===== src/sv/pvp_pkg.sv =====
// ----------------------------------------------------------------------------
// pvp_pkg: shared types and constants of the viewport projection block
// Fixed-point formats, payload words, camera registers, queue entry layout.
// ----------------------------------------------------------------------------
`default_nettype none

package pvp_pkg;

  // fixed-point format of every coordinate and vector component
  localparam int CoordBits = 20;
  localparam int FracBits  = 12;

  // configuration port
  localparam int NumRegs  = 4;
  localparam int RegBits  = 3 * CoordBits;
  localparam int DataBits = 64;
  localparam int AddrBits = 5;

  // default depth of the queue between front and back
  localparam int FifoDepth = 4;

  // datapath widths
  localparam int PntW  = CoordBits + 1;          // point minus eye
  localparam int MulW  = 2 * CoordBits + 1;      // one component product
  localparam int DotW  = 2 * CoordBits + 2;      // signed dot product
  localparam int MagW  = 2 * CoordBits + 1;      // magnitude of a dot product
  localparam int LenW  = 2 * CoordBits;          // squared length
  localparam int ProdW = MagW + LenW;            // magnitude times squared length
  localparam int DivW  = ProdW + CoordBits + FracBits + 2;

  typedef enum logic [1:0] {
    RegEye   = 2'd0,
    RegSight = 2'd1,
    RegRight = 2'd2,
    RegUp    = 2'd3
  } cfg_reg_e;

  typedef struct packed {
    logic signed [CoordBits-1:0] point_x;
    logic signed [CoordBits-1:0] point_y;
    logic signed [CoordBits-1:0] point_z;
  } point_t;

  typedef struct packed {
    logic                        visible;
    logic signed [CoordBits-1:0] view_u;
    logic signed [CoordBits-1:0] view_v;
  } proj_t;

  // packed vector, x in the low bits
  typedef struct packed {
    logic signed [CoordBits-1:0] z;
    logic signed [CoordBits-1:0] y;
    logic signed [CoordBits-1:0] x;
  } vec_t;

  typedef struct packed {
    vec_t eye;
    vec_t sight;
    vec_t right;
    vec_t up;
  } cam_t;

  // one classified word handed from front to back
  typedef struct packed {
    logic                   visible;
    logic signed [DotW-1:0] num_u;
    logic signed [DotW-1:0] num_v;
    logic [MagW-1:0]        depth;
    logic [LenW-1:0]        len2;
    logic [LenW-1:0]        len2_u;
    logic [LenW-1:0]        len2_v;
  } qent_t;

endpackage

`default_nettype wire


===== src/sv/pvp_queue.sv =====
// ----------------------------------------------------------------------------
// pvp_queue: short first-in first-out queue between front and back
// Register entries with read and write pointers and a fill count.
// ----------------------------------------------------------------------------
`default_nettype none

module pvp_queue #(
  parameter int DEPTH = pvp_pkg::FifoDepth
) (
  input  wire logic           clk_i,
  input  wire logic           rst_ni,
  input  wire logic           push_i,
  input  wire pvp_pkg::qent_t push_data_i,
  output logic                full_o,
  input  wire logic           pop_i,
  output logic                nonempty_o,
  output pvp_pkg::qent_t      pop_data_o
);
  import pvp_pkg::*;

  localparam int PtrW = (DEPTH > 1) ? $clog2(DEPTH) : 1;
  localparam int CntW = $clog2(DEPTH + 1);

  qent_t             mem_q [DEPTH];
  logic [PtrW-1:0]   wr_q, rd_q;
  logic [CntW-1:0]   cnt_q;

  assign full_o     = (cnt_q == CntW'(DEPTH));
  assign nonempty_o = (cnt_q != '0);
  assign pop_data_o = mem_q[rd_q];

  // store the word at the write pointer
  always_ff @(posedge clk_i) begin
    if (push_i) begin
      mem_q[wr_q] <= push_data_i;
    end
  end

  // advance pointers and count
  always_ff @(posedge clk_i or negedge rst_ni) begin
    if (!rst_ni) begin
      wr_q  <= '0;
      rd_q  <= '0;
      cnt_q <= '0;
    end else begin
      if (push_i) begin
        wr_q <= (wr_q == PtrW'(DEPTH - 1)) ? '0 : wr_q + 1'b1;
      end
      if (pop_i) begin
        rd_q <= (rd_q == PtrW'(DEPTH - 1)) ? '0 : rd_q + 1'b1;
      end
      if (push_i && !pop_i) begin
        cnt_q <= cnt_q + 1'b1;
      end else if (pop_i && !push_i) begin
        cnt_q <= cnt_q - 1'b1;
      end
    end
  end

endmodule

`default_nettype wire


===== config.mk =====
export PLATFORM = sky130hd
export DESIGN_NAME = pvp_queue
export DESIGN_NICKNAME = d
export VERILOG_FILES = /design/src/sv/pvp_pkg.sv /design/src/sv/pvp_queue.sv
export SDC_FILE = /design/constraint.sdc
export NUM_CORES = 1
export LEC_CHECK = 0
export ABC_AREA = 1
export ABC_CLOCK_PERIOD_IN_PS = 8900
export BUFFER_PORTS_ARGS = -buffer_cell sky130_fd_sc_hd__clkbuf_2
export CAP_MARGIN = 0
export CORE_MARGIN = 10
export CORE_UTILIZATION = 50
export CTS_CLUSTER_SIZE = 40
export DETAILED_ROUTE_END_ITERATION = 12
export GPL_TIMING_DRIVEN = 1
export PLACE_DENSITY = 0.81
export SLEW_MARGIN = 10
export SYNTH_ARGS = -nofsm -noshare
export SYNTH_HDL_FRONTEND = slang
export SYNTH_SLANG_ARGS = --single-unit

===== constraint.sdc =====
create_clock -name clk_i -period 8.9 [get_ports clk_i]
set_clock_uncertainty 0.2 [all_clocks]
set_input_delay 0.445 -clock clk_i [delete_from_list [all_inputs] [get_ports clk_i]]
set_output_delay 0.445 -clock clk_i [all_outputs]
set_load 0.02 [all_outputs]

==> results list <==
- In this design, the stage delay of the slowest critical-path cell is 0.85 ns.
* Number of routed nets with antenna violations: 0
* Warnings, synthesis: 0
* Initial antenna violation count: 19
- Initial core utilization: 0.5065
* Critical path buffer and inverter count: 3
- Synthesized netlist net count: 3180
- Fraction of layout instances using a drive strength above 1: 0.1795
- Number of clock buffers inserted by TritonCTS: 98
* Hold-critical path depth: 2
- Static timing analysis puts the maximum clock frequency at 244.5 MHz.
- Via-per-instance ratio: 5.313
- In this run the number of cells on the critical path is 5.
* Syn Area/Cell: 13.49 sq um
- Final period util: 0.4595
- TritonCTS built the clock tree.
- Register-to-Register Path Depth: 5
* Row count: 102
- The floorplan step defined a die boundary enclosing 90490 sq um.
* Power Dens Cells: 325.6 nW/um^2
- The worst setup path is launched from a flop.
- Beginning of the worst register-to-register path: wr_q[0]
- Detailed Place HPWL: 55400 um
- Summed over all failing endpoints, the final setup total negative slack is 0 ns.
- The die is 300.8 um tall.
* Setup Slack @ Placement: 5.458 ns
- Placeable core region: 77850 sq um
- In the layout the commonest cells are 984 x edfxtp_1, 754 x nand2_1, 499 x inv_1.
- Setup repair after global routing missed its margin: false
- Counting along the longest clock path gives a buffer depth of 3.
* Final count of negative-setup-slack endpoints: 0
- The number of endpoints with negative hold slack in the final report was 0.
* Clock period minus worst slack: 4.090 ns
- Clock transition at the registers of the reported paths: 0.06 ns
- Buffers placed on the I/O ports in this run total 497.
- Compared with the post-synthesis result, the final layout area differs by 22.26%.
* Arrival time reported for the critical path endpoint: 3.44 ns
- Static power due to leakage: 19.47 nW
* Count of mapped cells out of synthesis: 2923
- Worst hold path type: reg2reg
- The library cell used most frequently in the layout, excluding fill and tap cells, is edfxtp_1.
* Number of synthesized register bits: 991
- Number of global-route vias before repair: 25630
* Total track usage: 0.2084
* Worst-path cell chain: inv_8 > buf_4 > o211ai_1 > nand2_1 > clkbuf_2
* Clock latency reported for the late side of the worst-skew pair: 0.64 ns
* Cell type of the slowest stage on the worst timing path: buf_4
- Hold is met by 0.2831 ns.
- The share of the Yosys chip area taken by registers is 0.7539.
* Crit path launch: rd_q[1]
* Post-DR wirelength/cell: 20.52 um
- IR analysis of the VDD net gives a maximum drop of 0.0002421 V.
* X dimension of the die: 300.8 um
- Result of the run: complete, no violations
- Number of H-tree levels: 3
- The worst setup path is captured at an output pin.
* Clock Root Buffer: clkbuf_16
- Once routing completed, OpenROAD measured the worst setup slack at 4.810 ns.
* Initial drt markers: 1937
- Pre-Repair DR Iteration Count: 6
- Pin count of the biggest net entering global routing: 262
- Count of max-cap constraint violations: 0
- The final-report max-slew violation count was 0.
- Worst path required time: 8.26 ns
- In this run the most critical hold path is launched from cnt_q[2].
* Cell variety after synth: 19
- After clock tree synthesis, the repair step resized 0 gates.
- Count of boundary I/O pins: 498
* Largest fanout on the critical path: 97
- Drt total wl: 97710 um
- In the routed design, unresolved DRC markers number 0.
- For this run, the post-layout net count is 3880.
- Top Family by Delay on Critical Path: buffers and inverters
- Synthesized cell area: 39430 sq um
* Wire length of the first global-routing pass: 146800 um
* Critical path class: reg2out
- Remaining Overflow, GRT: 0
- For the pin with the worst max-slew slack, the measured transition is 1.426 ns.
- Clock sink total: 991
- The worst pin sits at a relative slew slack of 0.04950.
- Weighted congestion at the end of routability-driven global placement: 0.8412
- Vias after detailed routing: 25300
[worst min-delay path, stage by stage, from the launching register on]
cell     delay, ns
dfrtp_1       0.35
nand2_1       0.05
nand2_1       0.05
[where the power goes]
| group | leakage [nW] | internal, W | total (W) | switching, W |
|---|---|---|---|---|
| logic | 8.73 | 0.00141 | 0.00522 | 0.00381 |
| clock network | 1.62 | 0.00248 | 0.00426 | 0.00177 |
| registers | 9.12 | 0.00599 | 0.00622 | 0.000227 |
[cells by family after synthesis]
logic type,count (synthesis),synth area share
compound gates,496,0.09419
xor+xnor,1,0.0002222
fa+ha+maj,7,0.002412
buf+inv,668,0.07683
flops,991,0.7539
simple gates,760,0.07248
[layout make-up]
cell class / instances / area, sq um
diodes: 17 / 42.54
multi-input cells: 1264 / 6675
well taps: 1040 / 1301
repair buffers: 763 / 5172
clock inverters: 65 / 782.0
fillers: 5345 / 29650
inverters: 505 / 1941
clock buffers: 116 / 2562
flip-flops and latches: 991 / 29730
[state kept, by name, indices dropped and copies added (netlist names)]
| register | flops |
|---|---|
| mem_q | 984 |
| cnt_q | 3 |
| rd_q | 2 |
| wr_q | 2 |
[path summary, 6_finish.rpt]
kind,to,slack (ns)
max in group asynchronous,rd_q[1],7.58
setup / recovery,pop_data_o[136],4.81
hold / removal,cnt_q[2],0.28
min in group asynchronous,rd_q[1],0.64
setup reg to reg,mem_q[2][18],5.61
hold reg to reg,cnt_q[2],0.28
[routing by layer]
layer / vias to the layer above / wire [um] / GRT usage / part of all wire
met5: - / 69 / 0 / 0.00071
met4: 10 / 5364 / 0.1186 / 0.055
met3: 341 / 7145 / 0.04355 / 0.073
met2: 1180 / 51050 / 0.3706 / 0.52
met1: 12090 / 34080 / 0.2293 / 0.35
li1: 11680 / - / - / -
[timing repair]
action                     CTS  global route
hold endpoints to repair   995             0
buffers inserted             0             0
setup endpoints to repair    0             0
hold buffers               250             0
[cell usage after synthesis]
master / instances / area [sq um]
nand4_1: 1 / 6.260
buf_4: 16 / 120.1
clkbuf_1: 18 / 67.56
fa_1: 1 / 20.02
o211ai_1: 492 / 3694
inv_1: 503 / 1888
nand3_1: 1 / 5.000
inv_2: 2 / 7.510
buf_2: 81 / 405.4
nor2_1: 3 / 11.26
o21ai_0: 3 / 15.01
ha_1: 6 / 75.07
nor3_1: 1 / 5.000
dfrtp_1: 7 / 175.2
o21ai_1: 1 / 5.000
nand2_1: 754 / 2830
edfxtp_1: 984 / 29550
buf_6: 48 / 540.5
xnor2_1: 1 / 8.760
[through the flow]
step	power (W)	util	cell area, sq um	cells
final	0.01570	0.6192	48200	4761
after global routing	0.01640	0.6191	48200	4758
after CTS	0.01567	0.6186	48160	4744
after detailed placement	0.01136	0.5435	42310	4313
after global placement	0.01126	0.5435	42310	4313
after floorplan	0.009898	-	39430	2923
No activity file was read; power rests on OpenSTA's default activity.
